File: src/rtl/core/qrs_fifo.sv
`timescale 1ns / 1ps
module qrs_fifo #(
  parameter int W     = 8,
  parameter int DEPTH = 4
) (
  input  logic         clk,
  input  logic         rst,
  input  logic         push,
  input  logic [W-1:0] din,
  output logic         ready,
  input  logic         pop,
  output logic [W-1:0] dout,
  output logic         empty
);
  localparam int PW = (DEPTH > 1) ? $clog2(DEPTH) : 1;
  localparam int CW = $clog2(DEPTH + 1);

  logic [W-1:0]  mem [DEPTH];
  logic [PW-1:0] wptr;
  logic [PW-1:0] rptr;
  logic [CW-1:0] count;
  logic          push_ok;
  logic          pop_ok;

  assign empty   = (count == '0);
  assign pop_ok  = pop && !empty;
  assign ready   = (count != CW'(DEPTH)) || pop_ok;
  assign push_ok = push && ready;
  assign dout    = mem[rptr];

  always_ff @(posedge clk) begin
    if (rst) begin
      wptr  <= '0;
      rptr  <= '0;
      count <= '0;
    end else begin
      if (push_ok) begin
        wptr <= (wptr == PW'(DEPTH - 1)) ? '0 : wptr + 1'b1;
      end
      if (pop_ok) begin
        rptr <= (rptr == PW'(DEPTH - 1)) ? '0 : rptr + 1'b1;
      end
      if (push_ok && !pop_ok) begin
        count <= count + 1'b1;
      end else if (!push_ok && pop_ok) begin
        count <= count - 1'b1;
      end
    end
  end

  always_ff @(posedge clk) begin
    if (push_ok) begin
      mem[wptr] <= din;
    end
  end

endmodule

File: config.mk
export PLATFORM = sky130hd
export DESIGN_NAME = qrs_fifo
export DESIGN_NICKNAME = d
export VERILOG_FILES = /design/src/rtl/core/qrs_fifo.sv
export SDC_FILE = /design/constraint.sdc
export NUM_CORES = 1
export LEC_CHECK = 0
export BUFFER_PORTS_ARGS = -buffer_cell sky130_fd_sc_hd__buf_2
export CELL_PAD_IN_SITES_DETAIL_PLACEMENT = 0
export CELL_PAD_IN_SITES_GLOBAL_PLACEMENT = 1
export CORE_AREA = 5 5 55 93
export DETAILED_ROUTE_END_ITERATION = 16
export DIE_AREA = 0 0 60 98
export HOLD_SLACK_MARGIN = 0.05
export PLACE_DENSITY = 0.67
export SETUP_SLACK_MARGIN = 0.5
export SYNTH_ARGS = -nofsm -noshare
export SYNTH_HDL_FRONTEND = slang
export SYNTH_SLANG_ARGS = --single-unit
File: constraint.sdc
create_clock -name clk -period 2.95 [get_ports clk]
set_input_delay 0.7375 -clock clk [delete_from_list [all_inputs] [get_ports clk]]
set_output_delay 0.7375 -clock clk [all_outputs]
set_load 0.01 [all_outputs]
==> impl_metrics.py <==
metrics = {
    "power": {
        "p_leak_uw": 0.0006969,
        "power-per-cell-area_nw_per_um2": 829.9,
        "switchingPower_uw": 418.4,
        "p_int_uw": 1170,
        "clkPwrFrac_pct": 28.5,
        "combPwrFrac_pct": 23.1,
        "vdd_drop_max_v": 0.0005539,
        "p_seq_share_pct": 48.4,
        "switching_share_pct": 26.34,
    },
    "global_routing": {
        "grt_max_degree": 13,
        "gr-usage-all-layers_pct": 10.49,
        "antenna_found_initial": 0,
        "grt_pass1_vias": 925,
        "grt_pass1_wl_mm": 4.491,
        "gr-total-overflow": 0,
    },
    "route": {
        "ant_nets": 0,
        "first_pass_iters": 4,
        "vias": 836,
        "wl_per_cell_um": 16.75,
        "vias_per_cell": 5.036,
        "drc_errors": 0,
        "drt-initial-drc-count": 3,
        "wl_mm": 2.781,
    },
    "worst_setup_path": {
        "critPathMaxStageDelay_ps": 640,
        "reg2reg_slack_ps": 640,
        "crit_chain": "o31ai_1 -> ha_4 -> inv_2 -> fa_2 -> xor2_1 -> or3_1 -> a21oi_1",
        "cp-start-kind": "register",
        "reg2regPathDepth": 7,
        "crit_required_ps": 3160,
        "end_kind": "register",
        "reg2reg_to": "count[2]",
        "cp_max_fo": 5,
        "critPathSlowestCell": "o31ai_1",
        "r2r_start": "count[0]",
        "path_class": "register to register",
        "worstPathArrival_ps": 2530,
        "path_delay_family": "compound AO/OA/AOI/OAI gates",
        "cp_num_buf_inv": 1,
        "cp-startpoint": "count[0]",
    },
    "sta": {
        "fin_crit_ps": 2312,
        "setup_violations": 0,
        "hold_violations": 0,
        "skew_ps": 5.963,
        "fmax_ghz": 0.4326,
        "slew_viol_final": 0,
        "period_share_pct": 78.36,
        "fin_tns_setup_ps": 0,
        "rsz0062_at_grt": "false",
        "relSlewSlack_pct": 52.65,
        "worst_pin_slew_ps": 704.2,
    },
    "run": {
        "maxCapViolCount": 0,
    },
    "finish": {
        "nNetsFinal": 133,
        "final_common_cell": "edfxtp_1",
        "stdcell_count": 166,
        "drive_gt1_share_pct": 40.87,
        "final_cell_mix": "edfxtp_1 (32), buf_2 (21), mux4_2 (8), dfxtp_1 (8), clkbuf_8 (6)",
        "area_delta_synth_final_pct": 16.97,
        "diodes": 0,
    },
    "die": {
        "ioPinCount": 22,
        "placeableCoreArea_um2": 4324,
        "dieArea_um2": 5880,
        "die_h_um": 98,
        "core.rowCount": 32,
        "initial_core_util_pct": 37.85,
        "die_width_um": 60,
    },
    "placement": {
        "dp_hpwl_mm": 2.019,
        "dpl.cell_count": 158,
        "port-buffer-count": 21,
        "globalplace.congestion": 0.7850,
    },
    "cts": {
        "cts.sinks": 41,
        "clk_pin_slew_ps": 80,
        "cts-resized-gates": 1,
        "cts_tree": "built",
        "cts_max_path_buffers": 2,
        "cts_buffers": 5,
        "cts_setup_buffers": 0,
        "cts_hold_buf": 0,
        "insertion_delay_ps": 280,
        "cts.root.buffer_cell": "clkbuf_8",
        "htree_levels": 2,
    },
    "hold_path": {
        "min-delay-start": "rptr[0]",
        "hold_class": "register to register",
        "hold_path_depth": 2,
    },
    "yosys": {
        "syn_avg_cell_area_um2": 18.18,
        "synth.top_cells.by_area": "edfxtp_1 (59%), dfxtp_1 (11%), mux4_2 (11%), ha_1 (4.6%), and3_2 (1.8%)",
        "synthCells": 90,
        "syn-cell-area_um2": 1637,
        "synth_cell_types": 25,
        "synth-seq-cells": 41,
        "yosys_warnings": 0,
        "synth.yosys.seq_area_share_pct": 69.72,
        "synth.net_count": 109,
        "yosysTopAreaCellShare_pct": 58.72,
        "yosys.area.top_type": "edfxtp_1",
    },
    "status": {
        "status": "complete, no violations",
    },
}
-- metal layers --
metal  global-route usage (%)  vias up  part of all wire [%]  wire length (um)
met5                        0        -                     0                 0
met4                    4.608        0                   1.9                53
met3                    2.910        5                   5.0               140
met2                    18.17       21                    55              1521
met1                    11.43      416                    38              1066
li1                         -      394                     -                 -
-- per-stage QoR --
stage	util (%)	hold WS [ps]	power, uW	area (um2)	worst slack, ps
final	44.27	514.6	1589	1914	638.2
after global routing	44.27	524.3	1679	1914	517.4
after CTS	44.27	516.3	1616	1914	605.3
after detailed placement	41.55	484.2	1158	1797	363.0
after global placement	41.55	473.6	1136	1797	431.3
after floorplan	-	463.4	1035	1652	500.5
-- how the worst max path moves through the flow --
stage	endpoint	slack, ps	depth (start not counted)
detailed placement	count[2]	360	9
floorplan	count[2]	500	9
finish	count[2]	640	7
CTS	count[2]	610	7
global route	count[2]	520	7
global placement	count[2]	430	9
-- registers in the layout (all words and copies together) (netlist names), named ones only --
signal  count
wptr        2
mem        32
rptr        2
count       3
-- worst register-to-register path: cells and delay by family (launching register included) --
| family | cells | cell delay (ps) |
|---|---|---|
| flops | 1 | 380 |
| xor+xnor | 1 | 150 |
| simple gates | 1 | 300 |
| buf+inv | 1 | 40 |
| compound gates | 2 | 780 |
| fa+ha+maj | 2 | 590 |
-- power by group through the flow --
stage	clock (uW)	sequential (uW)	combinational, uW
2_1_floorplan	0	740	295
3_3_place_gp	0	777	360
3_5_place_dp	0	783	375
4_1_cts	466	772	377
5_1_grt	491	783	405
6_report	453	768	367
-- cell usage after synthesis --
cell type	count
a21o_1	1
a21oi_1	3
and2_4	1
and3_2	4
buf_1	1
buf_2	1
buf_6	1
clkbuf_1	1
dfxtp_1	9
edfxtp_1	32
fa_1	1
ha_1	6
inv_1	3
mux2i_1	2
mux4_2	8
nand2_1	1
nand3_1	2
nor2_1	3
nor3_1	2
o21ai_0	1
o31ai_1	1
o31ai_2	1
or3_1	2
or4b_4	1
xor2_1	2
-- area by class of cell --
type | count | area [um2]
clock buffers | 7 | 86.33
multi-input cells | 42 | 475.5
repair buffers | 21 | 105.1
clock inverters | 1 | 30.03
fillers | 403 | 2410
well taps | 51 | 63.81
inverters | 3 | 11.26
flip-flops and latches | 41 | 1142
-- logic make-up after synthesis --
group	Yosys count	share of synthesized area, %
AO/OA/AOI/OAI	7	2.905
adder cells (fa/ha/maj)	7	5.810
buffers and inverters	7	2.140
flip-flops	41	69.72
AND/OR/NAND/NOR	16	6.116
XOR/XNOR	2	1.071
multiplexers	10	12.23
Power figures use the tool's default switching activity.
