--- config.mk ---
export PLATFORM = sky130hd
export DESIGN_NAME = qrs_front
export DESIGN_NICKNAME = d
export VERILOG_FILES = /design/src/rtl/core/qrs_pkg.sv /design/src/rtl/core/qrs_front.sv
export SDC_FILE = /design/constraint.sdc
export NUM_CORES = 1
export LEC_CHECK = 0
export BUFFER_PORTS_ARGS = -buffer_cell sky130_fd_sc_hd__buf_2
export CORE_MARGIN = 10
export CORE_UTILIZATION = 58
export DETAILED_ROUTE_END_ITERATION = 12
export HOLD_SLACK_MARGIN = 0.15
export PLACE_DENSITY = 0.79
export RECOVER_POWER = 100
export SETUP_SLACK_MARGIN = 0.1
export SKIP_LAST_GASP = 1
export SYNTH_ARGS = -nofsm -noshare
export SYNTH_HDL_FRONTEND = slang
export SYNTH_SLANG_ARGS = --single-unit
--- constraint.sdc ---
create_clock -name clk -period 10 [get_ports clk]
set_clock_uncertainty 0.1 [all_clocks]
set_input_delay 2 -clock clk [delete_from_list [all_inputs] [get_ports clk]]
set_output_delay 2 -clock clk [all_outputs]
set_load 0.01 [all_outputs]
--- src/rtl/core/qrs_pkg.sv ---
`timescale 1ns / 1ps
package qrs_pkg;

  typedef logic [1:0] kind_t;

  localparam kind_t KIND_NONE = 2'd0;
  localparam kind_t KIND_LIN  = 2'd1;
  localparam kind_t KIND_ONE  = 2'd2;
  localparam kind_t KIND_TWO  = 2'd3;

  localparam int ROOT_W = 32;

endpackage

--- src/rtl/core/qrs_front.sv ---
`timescale 1ns / 1ps
module qrs_front #(
  parameter int CW = 16,
  parameter int F  = 16
) (
  input  logic                 clk,
  input  logic                 rst,
  input  logic                 en,
  input  logic                 in_vld,
  input  logic signed [CW-1:0] coef_a,
  input  logic signed [CW-1:0] coef_b,
  input  logic signed [CW-1:0] coef_c,
  output logic                 out_vld,
  output logic [2+(CW+F+1)+(CW+1)+(2*CW+1)-1:0] item
);
  import qrs_pkg::*;

  localparam int NBW = CW + F + 1;
  localparam int DNW = CW + 1;
  localparam int DW  = 2 * CW + 1;
  localparam int XW  = 2 * CW + 2;

  logic                 vld1;
  logic signed [CW-1:0] a1, b1, c1;
  logic [2*CW-1:0]      bb1, ac1;

  logic [CW-1:0]         ma, mb, mc;
  logic [XW-1:0]         b2x, ac4, dsum, ddiff;
  logic                  ac_neg;
  logic signed [NBW-1:0] bx, cx, nb;
  logic signed [DNW-1:0] den;
  logic [DW-1:0]         d;
  kind_t                 kind;

  function automatic logic [CW-1:0] a1_abs(input logic signed [CW-1:0] v);
    a1_abs = v[CW-1] ? CW'(-v) : CW'(v);
  endfunction

  assign ma = a1_abs(coef_a);
  assign mb = a1_abs(coef_b);
  assign mc = a1_abs(coef_c);

  always_ff @(posedge clk) begin
    if (rst) begin
      vld1    <= 1'b0;
      out_vld <= 1'b0;
    end else if (en) begin
      vld1    <= in_vld;
      out_vld <= vld1;
    end
  end

  always_ff @(posedge clk) begin
    if (en) begin
      a1  <= coef_a;
      b1  <= coef_b;
      c1  <= coef_c;
      bb1 <= mb * mb;
      ac1 <= ma * mc;
    end
  end

  always_comb begin
    b2x    = XW'(bb1);
    ac4    = {ac1, 2'b00};
    dsum   = b2x + ac4;
    ddiff  = b2x - ac4;
    ac_neg = (a1[CW-1] != c1[CW-1]) && (c1 != '0);
    bx     = NBW'(b1);
    cx     = NBW'(c1);
    d      = '0;
    if (a1 == '0) begin
      kind = (b1 != '0) ? KIND_LIN : KIND_NONE;
      nb   = (-cx) <<< F;
      den  = DNW'(b1);
    end else begin
      nb  = (-bx) <<< F;
      den = $signed({a1, 1'b0});
      if (ac_neg) begin
        kind = KIND_TWO;
        d    = dsum[DW-1:0];
      end else if (b2x > ac4) begin
        kind = KIND_TWO;
        d    = ddiff[DW-1:0];
      end else if (b2x == ac4) begin
        kind = KIND_ONE;
      end else begin
        kind = KIND_NONE;
      end
    end
  end

  always_ff @(posedge clk) begin
    if (en) begin
      item <= {kind, nb, den, d};
    end
  end

endmodule

==> Flow_metrics.wiki <==
{| class="wikitable"
! Metric !! Value
|-
| Highest attainable clock frequency || 104.1 MHz
|-
| Maxcap violations || 4
|-
| Buffers inserted during post-CTS setup optimization || 0
|-
| Met1 layer usage reported by global route || 0.3843
|-
| Number of global-route vias before repair || 22140
|-
| Number of sinks on the clock net || 180
|-
| Actual slew at the worst max-slew pin || 5124 ps
|-
| Number of buffer cells added on primary ports || 120
|-
| Gate count of the mapped netlist || 2828
|-
| Number of violations reported at the end of detailed-routing iteration 0 || 1874
|-
| Number of clock buffers inserted by TritonCTS || 17
|-
| Fill cell instance count of the final layout || 3851
|-
| Clock Pin Slew Worst Setup and Hold Paths || 70 ps
|-
| Total Wirelength || 76650 um
|-
| Fin. Hold Viols || 0
|-
| Cell Rows || 78
|-
| Worst Path Arrival || 9740 ps
|-
| Worst slew margin || -2.416
|-
| Max Root-Sink Buffers || 2
|-
| Library cells used by synthesis || 88
|-
| Gr ovfl total || 0
|-
| Worst min-delay path category || reg2reg
|-
| HPWL after detailed placement || 63600 um
|-
| Detailed-route wire length per cell || 21.13 um
|-
| Share of final-layout standard cells stronger than drive strength 1 || 0.05385
|-
| Run status || complete, but fails checks
|-
| Share of flip-flops with an asynchronous set or reset || 0
|-
| Count of inserted antenna diode cells || 0
|-
| Worst r2r src || a1[11]$_DFFE_PP_
|-
| Grt met3 use || 0.06406
|-
| Initial antenna violation count || 1
|-
| Number of synthesized register bits || 180
|-
| Post-synthesis instance area || 26330 um^2
|-
| Most Crowded Layer GR || met2
|-
| Global-route wire length before repair || 122000 um
|-
| Kind of end point of the critical path || flop
|-
| 1st-pass router iterations || 6
|-
| Die Wd || 233.1 um
|-
| CTS Root Buffer Type || clkbuf_16
|-
| H-tree depth || 4
|-
| Overall Global Routing Usage || 0.2910
|-
| Final #Nets || 3692
|-
| Count of antenna-violating nets left after detailed routing || 0
|-
| Effective utilization at floorplan || 0.5841
|-
| Area of the die || 54330 um^2
|-
| Via count || 21090
|-
| Leading cell types in the layout, fill and taps excluded || 542 x inv_1, 360 x fa_1, 285 x nor2_1
|-
| EDFF count, synth || 178
|-
| Crit start category || input port
|-
| Cell Area, Placed || 28220 um^2
|-
| Required @ worst endpoint || 10140 ps
|-
| Growth of design area from synthesis to finish || 8.424%
|-
| M2 GR Usage || 0.4583
|-
| Synth warn || 0
|-
| Ports || 138
|-
| Seq/Total Area, Yosys || 0.2045
|-
| Launching element of the worst setup path || coef_a[3]
|-
| GP Congestion || 1.040
|-
| Final Critical Period || 9607 ps
|-
| Die Height || 233.1 um
|-
| Largest fanout on the critical path || 7
|-
| Average size of a mapped cell || 9.312 um^2
|-
| Source-to-sink clock delay at the later pin of the worst-skew pair || 490 ps
|-
| Category of the critical setup timing path || in2reg
|-
| Core ar. || 45090 um^2
|-
| Residual DRC || 0
|-
| Post-detailed-route via-to-cell ratio || 5.816
|-
| Number of max-slew violations in the final report || 245
|-
| RSZ-0062 raised after global routing || true
|-
| Launch instance of the worst min-delay path || vld1$_SDFFE_PP0P_
|-
| Most common library cell in the layout ignoring fill and taps || inv_1
|-
| Number of hold buffers added after cts || 0
|-
| Share of the clock period used by the worst path after layout || 0.9607
|-
| Final setup violation count || 0
|-
| Synth Flop Type || edfxtp_1
|-
| Non-Filler Cell Area, Final || 28550 um^2
|-
| Maximum number of pins on one net before global-route repair || 98
|-
| TritonCTS clock tree || done
|-
| Violations in the final reports || max-capacitance violations, max-slew violations
|}
sequential cells by signal, indices dropped and copies added (netlist names):
signal   flops
ac1         32
out_vld      1
bb1         30
b1          16
item        68
vld1         1
c1          16
a1          16
worst paths after layout:
path | slack, ps | end | cells after the start
max | 390 | ac1[29]$_DFFE_PP_ | 22
min | 410 | out_vld$_SDFFE_PP0P_ | 2
max reg2reg | 4210 | item[27]$_SDFFCE_PP0P_ | 7
min reg2reg | 410 | out_vld$_SDFFE_PP0P_ | 2
area by class of cell:
class	instances	area [um^2]	share of cell area
Tap cell	600	750.7	0.02629
Sequential cell	180	5385	0.1886
Clock inverter	13	150.1	0.005259
Clock buffer	18	429.2	0.01503
Multi-Input combinational cell	2034	18550	0.6496
Timing Repair Buffer	232	1226	0.04294
Inverter	550	2064	0.07230
stage by stage:
| step | hold WS, ps | utilization | instances | TNS, ps | setup WS (ps) |
|---|---|---|---|---|---|
| final | 408.5 | 0.6333 | 3627 | 0 | 392.9 |
| after global routing | 448.8 | 0.6333 | 3627 | 0 | 55.18 |
| after CTS | 421.3 | 0.6388 | 3627 | 0 | 497.5 |
| after global placement | 367.9 | 0.6259 | 3596 | 0 | 143.8 |
| after detailed placement | 405.4 | 0.6259 | 3596 | -20.95 | -20.95 |
| after floorplan | 360.1 | - | 2854 | 0 | 173.6 |
synth_stat cells, types with 55 or more instances:
library cell	n	area, um^2
a21o_1	63	473.0
a21oi_1	138	690.7
clkbuf_1	55	206.5
edfxtp_1	178	5345
fa_1	360	7207
ha_1	265	3316
inv_1	542	2034
nand2_1	262	983.4
nor2_1	285	1070
o21ai_0	66	330.3
xnor2_1	79	691.9
xor2_1	60	525.5
worst max-delay path, stage by stage:
cell	delay, ps
clkbuf_1	180
or4_1	670
o41ai_1	600
xnor2_1	350
clkbuf_1	410
nand2_1	140
fa_1	510
fa_1	470
fa_1	550
inv_1	40
ha_1	290
fa_1	510
fa_1	420
ha_1	310
a21o_1	200
o41ai_1	520
a21oi_1	200
a311o_1	440
a31o_2	290
a211oi_1	340
a21oi_1	130
xor2_1	160
what timing repair did:
action                                 in CTS  in global routing
endpoints found under the hold margin       0                  0
setup endpoints to repair                   0                  3
resized for setup                           0                  2
routing by layer:
layer,share of wire,up-vias
li1,-,9533
met1,0.41,10370
met2,0.46,1023
met4,0.042,0
met3,0.092,170
met5,0,-
cells by family after synthesis:
group                      share of synthesized area
and+or+nand+nor                               0.1329
buffers and inverters                        0.09450
adders and majority gates                     0.3996
AOI/OAI and AO/OA                             0.1176
DFF                                           0.2045
xor gates and xnor gates                     0.04851
muxes                                       0.002090
other                                      0.0002852
Power is not shown: default switching activity piles up to over one toggle a cycle in this logic, so the estimate is an artifact.
